File: src/mplc_pkg.sv
// ----------------------------------------------------------------------------
// mplc_pkg: shared types and constants of the Markov packet-loss channel
// Field widths, operation codes and controller/datapath command structs.
// ----------------------------------------------------------------------------
`default_nettype none

package mplc_pkg;

  localparam int MAX_STATES = 8;
  localparam int IDX_W      = 3;                  // state index width
  localparam int MEM_DEPTH  = MAX_STATES * MAX_STATES;
  localparam int ADDR_W     = 2 * IDX_W;
  localparam int PROB_BITS  = 16;
  localparam int PROB_W     = PROB_BITS + 1;      // fraction plus the 1.0 bit
  localparam int RAND_W     = PROB_BITS;
  localparam int SUM_W      = PROB_W + IDX_W;     // holds MAX_STATES entries of 1.0
  localparam int OP_W       = 2;
  localparam int CFG_W      = 4;

  localparam logic [PROB_W-1:0] PROB_ONE      = PROB_W'(1) << PROB_BITS;
  localparam logic [CFG_W-1:0]  STATES_RESET  = CFG_W'(2);

  typedef enum logic [OP_W-1:0] {
    OP_PACKET   = 2'd0,
    OP_WR_DROP  = 2'd1,
    OP_WR_TRANS = 2'd2
  } op_t;

  typedef struct packed {
    logic start;        // capture a packet and clear the walk
    logic write_drop;   // write one drop-table entry
    logic write_trans;  // write one transition-table entry
    logic walk;         // accumulate one row entry
    logic finish;       // commit the new state and load the result
  } cmd_t;

  typedef struct packed {
    logic walk_done;
  } status_t;

endpackage

`default_nettype wire

File: src/mplc_item_if.sv
// ----------------------------------------------------------------------------
// mplc_item_if: request channel of the Markov packet-loss channel
// Valid/ready channel carrying packet and table-load requests.
// ----------------------------------------------------------------------------
`default_nettype none

interface mplc_item_if;
  import mplc_pkg::*;

  logic                valid;
  logic                ready;
  logic [OP_W-1:0]     op;
  logic [IDX_W-1:0]    row_index;
  logic [IDX_W-1:0]    column_index;
  logic [PROB_W-1:0]   probability;
  logic [RAND_W-1:0]   rand_step;
  logic [RAND_W-1:0]   rand_drop;

  modport source (
    output valid, op, row_index, column_index, probability, rand_step, rand_drop,
    input  ready
  );

  modport sink (
    input  valid, op, row_index, column_index, probability, rand_step, rand_drop,
    output ready
  );
endinterface

`default_nettype wire

File: src/mplc_result_if.sv
// ----------------------------------------------------------------------------
// mplc_result_if: result channel of the Markov packet-loss channel
// Valid/ready channel carrying the drop decision and the new state.
// ----------------------------------------------------------------------------
`default_nettype none

interface mplc_result_if;
  import mplc_pkg::*;

  logic             valid;
  logic             ready;
  logic             dropped;
  logic [IDX_W-1:0] new_state;

  modport source (
    output valid, dropped, new_state,
    input  ready
  );

  modport sink (
    input  valid, dropped, new_state,
    output ready
  );
endinterface

`default_nettype wire

File: src/mplc_ctrl.sv
// ----------------------------------------------------------------------------
// mplc_ctrl: controller of the Markov packet-loss channel
// Sequences request intake, the row walk and the result handoff.
// ----------------------------------------------------------------------------
`default_nettype none

module mplc_ctrl
  import mplc_pkg::*;
(
  input  wire logic            clk,
  input  wire logic            rst,
  input  wire logic            item_valid,
  input  wire logic [OP_W-1:0] item_op,
  output logic                 item_ready,
  input  wire logic            result_ready,
  output logic                 result_valid,
  output cmd_t                 cmd,
  input  wire status_t         status
);

  typedef enum logic [2:0] {
    S_IDLE   = 3'b001,
    S_WALK   = 3'b010,
    S_FINISH = 3'b100
  } state_t;

  state_t state;
  state_t state_next;
  logic   accept;
  logic   out_free;

  assign item_ready = (state == S_IDLE);
  assign accept     = item_valid && item_ready;
  assign out_free   = !result_valid || result_ready;

  always_comb begin
    state_next = state;
    cmd        = '0;
    unique case (state)
      S_IDLE: begin
        if (accept) begin
          case (op_t'(item_op))
            OP_PACKET: begin
              cmd.start  = 1'b1;
              state_next = S_WALK;
            end
            OP_WR_DROP:  cmd.write_drop  = 1'b1;
            OP_WR_TRANS: cmd.write_trans = 1'b1;
            default: ;  // drop unknown requests
          endcase
        end
      end
      S_WALK: begin
        cmd.walk = 1'b1;
        if (status.walk_done) state_next = S_FINISH;
      end
      S_FINISH: begin
        if (out_free) begin
          cmd.finish = 1'b1;
          state_next = S_IDLE;
        end
      end
      default: state_next = S_IDLE;
    endcase
  end

  always_ff @(posedge clk) begin
    if (rst) begin
      state        <= S_IDLE;
      result_valid <= 1'b0;
    end else begin
      state <= state_next;
      if (cmd.finish)        result_valid <= 1'b1;
      else if (result_ready) result_valid <= 1'b0;
    end
  end

endmodule

`default_nettype wire

File: src/mplc_dpath.sv
// ----------------------------------------------------------------------------
// mplc_dpath: datapath of the Markov packet-loss channel
// Probability tables, running-sum walk, state register and result payload.
// ----------------------------------------------------------------------------
`default_nettype none

module mplc_dpath
  import mplc_pkg::*;
(
  input  wire logic              clk,
  input  wire logic              rst,
  input  wire logic              cfg_wr_en,
  input  wire logic [CFG_W-1:0]  cfg_wr_data,
  input  wire logic [IDX_W-1:0]  row_index,
  input  wire logic [IDX_W-1:0]  column_index,
  input  wire logic [PROB_W-1:0] probability,
  input  wire logic [RAND_W-1:0] rand_step,
  input  wire logic [RAND_W-1:0] rand_drop,
  input  wire cmd_t              cmd,
  output status_t                status,
  output logic                   dropped,
  output logic [IDX_W-1:0]       new_state
);

  logic [CFG_W-1:0]  states_in_use;
  logic [IDX_W-1:0]  current_state;
  logic [IDX_W-1:0]  last_state;
  logic [IDX_W-1:0]  col;
  logic [IDX_W-1:0]  col_inc;
  logic [IDX_W-1:0]  pick;
  logic [IDX_W-1:0]  next_q;
  logic [SUM_W-1:0]  sum;
  logic [SUM_W-1:0]  sum_new;
  logic [RAND_W-1:0] rstep_q;
  logic [RAND_W-1:0] rdrop_q;
  logic [PROB_W-1:0] prob_clamped;
  logic [PROB_W-1:0] rdata;
  logic [ADDR_W-1:0] rd_addr;
  logic              hit;
  logic              at_last;

  logic [PROB_W-1:0] trans_mem [MEM_DEPTH];
  logic [PROB_W-1:0] drop_table [MAX_STATES];

  // Out-of-range state counts act as the nearest legal count.
  always_comb begin
    if (states_in_use == '0)                      last_state = '0;
    else if (states_in_use > CFG_W'(MAX_STATES)) last_state = IDX_W'(MAX_STATES - 1);
    else                                          last_state = IDX_W'(states_in_use - CFG_W'(1));
  end

  assign prob_clamped = (probability > PROB_ONE) ? PROB_ONE : probability;

  assign col_inc = col + IDX_W'(1);
  assign sum_new = sum + SUM_W'(rdata);
  assign hit     = (sum_new >= SUM_W'(rstep_q));
  assign at_last = (col == last_state);
  assign pick    = hit ? col : last_state;
  assign status.walk_done = hit || at_last;

  // Prefetch column 0 while idle, the following column while walking.
  assign rd_addr = cmd.walk ? {current_state, col_inc} : {current_state, {IDX_W{1'b0}}};

  always_ff @(posedge clk) begin
    if (cmd.write_trans) trans_mem[{row_index, column_index}] <= prob_clamped;
    else                 rdata <= trans_mem[rd_addr];
  end

  always_ff @(posedge clk) begin
    if (cmd.write_drop) drop_table[row_index] <= prob_clamped;
  end

  always_ff @(posedge clk) begin
    if (rst) states_in_use <= STATES_RESET;
    else if (cfg_wr_en) states_in_use <= cfg_wr_data;
  end

  always_ff @(posedge clk) begin
    if (rst) current_state <= '0;
    else if (cmd.finish) current_state <= next_q;
  end

  always_ff @(posedge clk) begin
    if (cmd.start) begin
      col     <= '0;
      sum     <= '0;
      rstep_q <= rand_step;
      rdrop_q <= rand_drop;
    end else if (cmd.walk) begin
      if (status.walk_done) begin
        next_q <= pick;
      end else begin
        col <= col_inc;
        sum <= sum_new;
      end
    end
  end

  always_ff @(posedge clk) begin
    if (cmd.finish) begin
      dropped   <= ({1'b0, rdrop_q} < drop_table[next_q]);
      new_state <= next_q;
    end
  end

endmodule

`default_nettype wire

File: src/markov_packet_loss_channel.sv
// ----------------------------------------------------------------------------
// markov_packet_loss_channel: N-state Markov packet-loss channel
// Gilbert-Elliott style loss channel with loadable probability tables.
// ----------------------------------------------------------------------------
// Usage:
//   item    - request channel (valid/ready). op selects a packet, a drop-table
//             write or a transition-table write; unknown ops are dropped.
//   result  - one result per packet request: dropped flag and new state.
//             Table writes produce no result.
//   cfg_wr_en / cfg_wr_data - states_in_use register; write only while idle.
// Timing:
//   Table writes can be issued back to back. A packet reads its current row
//   out of a one-port transition memory, one column per cycle, until the
//   running sum reaches rand_step or the last column in use is read. No new
//   request is taken while the packet walks or waits to load its result.
// Reset (rst, synchronous): current state 0, states_in_use 2, no result
//   pending. Tables hold no reset value and must be loaded before use.
// Stall: the result sits in an output register; while it waits, the block
//   still takes writes and one more packet, which then holds its finished
//   result until the output register frees up.
// ----------------------------------------------------------------------------
`default_nettype none

module markov_packet_loss_channel
  import mplc_pkg::*;
(
  input  wire logic             clk,
  input  wire logic             rst,
  mplc_item_if.sink             item,
  mplc_result_if.source         result,
  input  wire logic             cfg_wr_en,
  input  wire logic [CFG_W-1:0] cfg_wr_data
);

  cmd_t    cmd;
  status_t status;

  // Controller: intake, walk sequencing and result handoff.
  mplc_ctrl u_ctrl (
    .clk          (clk),
    .rst          (rst),
    .item_valid   (item.valid),
    .item_op      (item.op),
    .item_ready   (item.ready),
    .result_ready (result.ready),
    .result_valid (result.valid),
    .cmd          (cmd),
    .status       (status)
  );

  // Datapath: tables, running sum, channel state and result payload.
  mplc_dpath u_dpath (
    .clk          (clk),
    .rst          (rst),
    .cfg_wr_en    (cfg_wr_en),
    .cfg_wr_data  (cfg_wr_data),
    .row_index    (item.row_index),
    .column_index (item.column_index),
    .probability  (item.probability),
    .rand_step    (item.rand_step),
    .rand_drop    (item.rand_drop),
    .cmd          (cmd),
    .status       (status),
    .dropped      (result.dropped),
    .new_state    (result.new_state)
  );

endmodule

`default_nettype wire

File: src/flat_wrapper.sv
// flat-port wrapper written by rule: the top's interface ports become plain ports
module markov_packet_loss_channel_flat import mplc_pkg::*;
  (clk, rst, cfg_wr_en, cfg_wr_data, item_valid, item_op, item_row_index, item_column_index, item_probability, item_rand_step, item_rand_drop, item_ready, result_valid, result_dropped, result_new_state, result_ready);
  mplc_item_if item_i ();
  mplc_result_if result_i ();
  input  wire logic clk;
  input  wire logic rst;
  input  wire logic cfg_wr_en;
  input  wire logic [CFG_W-1:0] cfg_wr_data;
  input wire logic [$bits(item_i.valid)-1:0] item_valid;
  input wire logic [$bits(item_i.op)-1:0] item_op;
  input wire logic [$bits(item_i.row_index)-1:0] item_row_index;
  input wire logic [$bits(item_i.column_index)-1:0] item_column_index;
  input wire logic [$bits(item_i.probability)-1:0] item_probability;
  input wire logic [$bits(item_i.rand_step)-1:0] item_rand_step;
  input wire logic [$bits(item_i.rand_drop)-1:0] item_rand_drop;
  output wire logic [$bits(item_i.ready)-1:0] item_ready;
  output wire logic [$bits(result_i.valid)-1:0] result_valid;
  output wire logic [$bits(result_i.dropped)-1:0] result_dropped;
  output wire logic [$bits(result_i.new_state)-1:0] result_new_state;
  input wire logic [$bits(result_i.ready)-1:0] result_ready;
  assign item_i.valid = item_valid;
  assign item_i.op = item_op;
  assign item_i.row_index = item_row_index;
  assign item_i.column_index = item_column_index;
  assign item_i.probability = item_probability;
  assign item_i.rand_step = item_rand_step;
  assign item_i.rand_drop = item_rand_drop;
  assign item_ready = item_i.ready;
  assign result_valid = result_i.valid;
  assign result_dropped = result_i.dropped;
  assign result_new_state = result_i.new_state;
  assign result_i.ready = result_ready;
  markov_packet_loss_channel u_core (.clk(clk), .rst(rst), .item(item_i), .result(result_i), .cfg_wr_en(cfg_wr_en), .cfg_wr_data(cfg_wr_data));
endmodule
File: config.mk
export PLATFORM = sky130hd
export DESIGN_NAME = markov_packet_loss_channel_flat
export DESIGN_NICKNAME = d
export VERILOG_FILES = /design/src/mplc_pkg.sv /design/src/mplc_item_if.sv /design/src/mplc_result_if.sv /design/src/mplc_ctrl.sv /design/src/mplc_dpath.sv /design/src/markov_packet_loss_channel.sv /design/src/flat_wrapper.sv
export SDC_FILE = /design/constraint.sdc
export NUM_CORES = 2
export LEC_CHECK = 0
export BUFFER_PORTS_ARGS = -buffer_cell sky130_fd_sc_hd__buf_2
export CAP_MARGIN = 20
export CORE_MARGIN = 2
export CORE_UTILIZATION = 30
export CTS_CLUSTER_SIZE = 40
export DETAILED_ROUTE_END_ITERATION = 7
export PLACE_DENSITY = 0.5
export REMOVE_ABC_BUFFERS = 1
export SLEW_MARGIN = 20
export SYNTH_ARGS = -nofsm -noshare
export SYNTH_HDL_FRONTEND = slang
export SYNTH_HIERARCHICAL = 1
export SYNTH_SLANG_ARGS = --single-unit
File: constraint.sdc
create_clock -name clk -period 6.75 [get_ports clk]
set_input_delay 1.35 -clock clk [delete_from_list [all_inputs] [get_ports clk]]
set_output_delay 1.35 -clock clk [all_outputs]
set_load 0.01 [all_outputs]
==> results_dict.tcl <==
set metrics [dict create \
    rows 153 \
    core_area_um2 173400 \
    die_area_um2 177300 \
    clkSinkCount 1317 \
    max_cap_violations 0 \
    synth_edf_count 1280 \
    path_clk_slew_ps 60 \
    p_int_mw 14.33 \
    finalSetupViolCount 0 \
    maxSlewHeadroom 0.2356 \
    ant_nets 0 \
    worstHoldPathType "register to register" \
    dp_cells 5079 \
    cts.path.max_buffers 3 \
    cts_buffers 140 \
    cts-root-buf "clkbuf_16" \
    syn_inst 2732 \
    first_iter_violations 2311 \
    io_pins 72 \
    period_share 0.6788 \
    initial_core_util 0.3009 \
    p_leak_nw 20.42 \
    synthArstFlopShare 0 \
    skew_ps 21.26 \
    fin_setup_tns_ps 0 \
    nFillCells 16320 \
    min_period_ps 4582 \
    grt_pass1_wl_um 196400 \
    cts_tree "yes" \
    via_per_inst 4.996 \
    outcome "finished clean" \
    antenna_found_initial 14 \
    worst-slew-pin-transition_ps 1147 \
    synth_seq_area_share 0.7508 \
    synth_area_per_cell_um2 19.10 \
    grt_usage 0.1515 \
    p_per_area_nw_per_um2 314.4 \
    required_ps 7220 \
    pwr-share-seq 0.485 \
    die_y_um 421.1 \
    drive_above_1_share 0.2304 \
    switching_share 0.2471 \
    clock_latency_ps 760 \
    grt_pass1_vias 26790 \
    wl_per_cell_um 25.51 \
    ctsResizeCount 0 \
    pwr-share-clk 0.394 \
    drt_wl_total_um 136100 \
    crit_path_end_kind "register" \
    yosys_most_used_dff "edfxtp_1" \
    grt-ovfl-total 0 \
    grt_max_degree 138 \
    place_hpwl_um 80200 \
    combPwrFrac 0.121 \
    critical_path_class "register to register" \
    yosys_warnings 6 \
    synth_seq_cells 1317 \
    start_kind "register" \
    fmax_mhz 218.2 \
    drc_errors 0 \
    nets 3015 \
    die_w_um 421.1 \
    port_buffers 71 \
    vias 26660 \
    peakVddDrop_mv 0.1984 \
    hold_buffers 0 \
    htree_levels 4 \
    rsz0062_at_grt "false" \
    crit_arrival_ps 5050 \
    place_congestion 0.7892 \
    path_max_fanout 44 \
    netlist_area_um2 52180 \
    postCtsSetupBuffers 0 \
    p_sw_mw 4.702 \
    final_cells 5336 \
    firstDrtPassIters 7 \
    synth.distinct_cells 71 \
    maxSlewViolCount 0 \
    areaGrowthSynthToFinish_pct 16.01 \
    final_hold_viol_count 0 \
]
-- critical path, stage by stage (launching register included) --
cell and delay [ps]:
dfxtp_1 470, nor3b_1 230, buf_4 230, nand2b_4 330, nand2b_4 640, buf_4 490, buf_4 270, o32ai_1 150
a21oi_1 150, mux4_2 510, a22o_1 280, or3_1 430
-- routing by layer --
layer	GRT usage	up-vias	wire, um
li1	-	11760	-
met1	0.2063	13990	59960
met2	0.2381	683	63760
met3	0.03149	221	7659
met4	0.05824	8	4690
met5	0	-	52
-- per-stage QoR --
stage | power (mW) | worst slack (ps) | utilization | instance area [um^2] | hold slack, ps
2_1_floorplan | 10.94 | -16470 | - | 51460 | 459.3
3_3_place_gp | 11.74 | 1997 | 0.3229 | 56000 | 486.0
3_5_place_dp | 11.74 | 2029 | 0.3231 | 56040 | 495.6
4_1_cts | 19.26 | 2136 | 0.3489 | 60510 | 509.4
5_1_grt | 19.78 | 1913 | 0.3491 | 60540 | 536.7
6_report | 19.03 | 2168 | 0.3491 | 60540 | 500.1
-- power by group through the flow --
stage | registers [mW] | clock network (mW) | logic, mW
after floorplan | 9.51 | 0 | 1.43
after global placement | 9.41 | 0 | 2.33
after detailed placement | 9.41 | 0 | 2.33
after CTS | 9.23 | 7.68 | 2.34
after global routing | 9.25 | 7.99 | 2.54
final | 9.23 | 7.50 | 2.30
-- path summary, 6_finish.rpt --
path / from / cells past startpoint / end / slack [ps]
worst max-delay path: u_core/u_ctrl/state[1] / 11 / u_core/u_dpath/rdata[6] / 2170
worst min register to register: u_core/u_dpath/sum[0] / 2 / u_core/u_dpath/sum[0] / 500
worst max register to register: u_core/u_ctrl/state[1] / 11 / u_core/u_dpath/rdata[6] / 2170
worst min-delay path: u_core/u_dpath/sum[0] / 2 / u_core/u_dpath/sum[0] / 500
-- kinds of logic after synthesis --
| group | synth area share |
|---|---|
| AO/OA/AOI/OAI | 0.06879 |
| buffers and inverters | 0.01609 |
| flip-flops | 0.7508 |
| adder cells (fa/ha/maj) | 0.01276 |
| XOR/XNOR | 0.002518 |
| AND/OR/NAND/NOR | 0.02582 |
| multiplexers | 0.1232 |
-- layout make-up --
type / instances / area (um^2) / area share
inverters: 32 / 120.1 / 0.001984
well taps: 2325 / 2909 / 0.04805
clock inverters: 86 / 814.5 / 0.01345
multi-input cells: 1214 / 12480 / 0.2062
repair buffers: 193 / 1364 / 0.02253
flip-flops and latches: 1317 / 39190 / 0.6473
diodes: 3 / 7.507 / 0.0001240
clock buffers: 166 / 3654 / 0.06035
-- sequential cells by signal (all words and copies together), names as in the netlist, named ones only --
register / cells
u_core/u_dpath/current_state: 3
u_core/u_dpath/dropped: 1
u_core/u_dpath/col: 3
u_core/u_dpath/drop_table: 136
u_core/u_dpath/trans_mem: 1088
u_core/u_dpath/states_in_use: 4
u_core/u_dpath/sum: 20
u_core/u_dpath/rdata: 17
u_core/u_ctrl/state: 3
u_core/u_dpath/new_state: 3
u_core/u_dpath/next_q: 3
u_core/u_dpath/rstep_q: 16
u_core/u_ctrl/result_valid: 1
u_core/u_dpath/rdrop_q: 16
-- Yosys cell counts (6+ instances only) --
library cell / n / area share
xor2_1: 7 / 0.0012
nand2_1: 24 / 0.0017
buf_1: 32 / 0.0023
mux2i_1: 179 / 0.034
clkbuf_1: 98 / 0.0070
mux4_2: 204 / 0.088
nand3_1: 13 / 0.0012
o21ai_0: 14 / 0.0013
dfxtp_1: 37 / 0.014
a211oi_1: 145 / 0.021
a21o_1: 12 / 0.0017
and3_1: 9 / 0.0011
nor2_1: 118 / 0.0085
xnor2_1: 8 / 0.0013
o32ai_1: 136 / 0.023
or3_1: 21 / 0.0025
buf_2: 32 / 0.0031
nor3_1: 6 / 0.00058
nor2b_1: 27 / 0.0032
inv_1: 32 / 0.0023
nand2b_1: 8 / 0.00096
nand4_1: 7 / 0.00084
a21oi_1: 128 / 0.012
ha_1: 50 / 0.012
edfxtp_1: 1280 / 0.74
a22o_1: 17 / 0.0029
-- cell usage in the layout (no fill, tap or decap), types with 7 or more instances in the layout --
cell type / instances
nor2_1: 61
a22o_1: 17
nand2_1: 22
nand3_1: 13
inv_1: 32
dfxtp_1: 34
clkbuf_16: 142
a21oi_1: 128
nor2b_1: 11
mux4_2: 204
buf_4: 113
a211oi_1: 145
nor2b_4: 16
clkbuf_1: 23
inv_6: 7
buf_2: 70
nand4_1: 7
a21o_1: 12
xnor2_1: 8
nor2_2: 53
clkinvlp_4: 8
xor2_1: 7
bufinv_16: 11
ha_1: 50
clkinv_2: 21
clkinv_1: 30
mux2i_1: 179
o32ai_1: 136
edfxtp_1: 1280
or3_1: 21
o21ai_0: 14
nand2b_1: 7
and3_1: 9
Power figures use the tool's default switching activity.
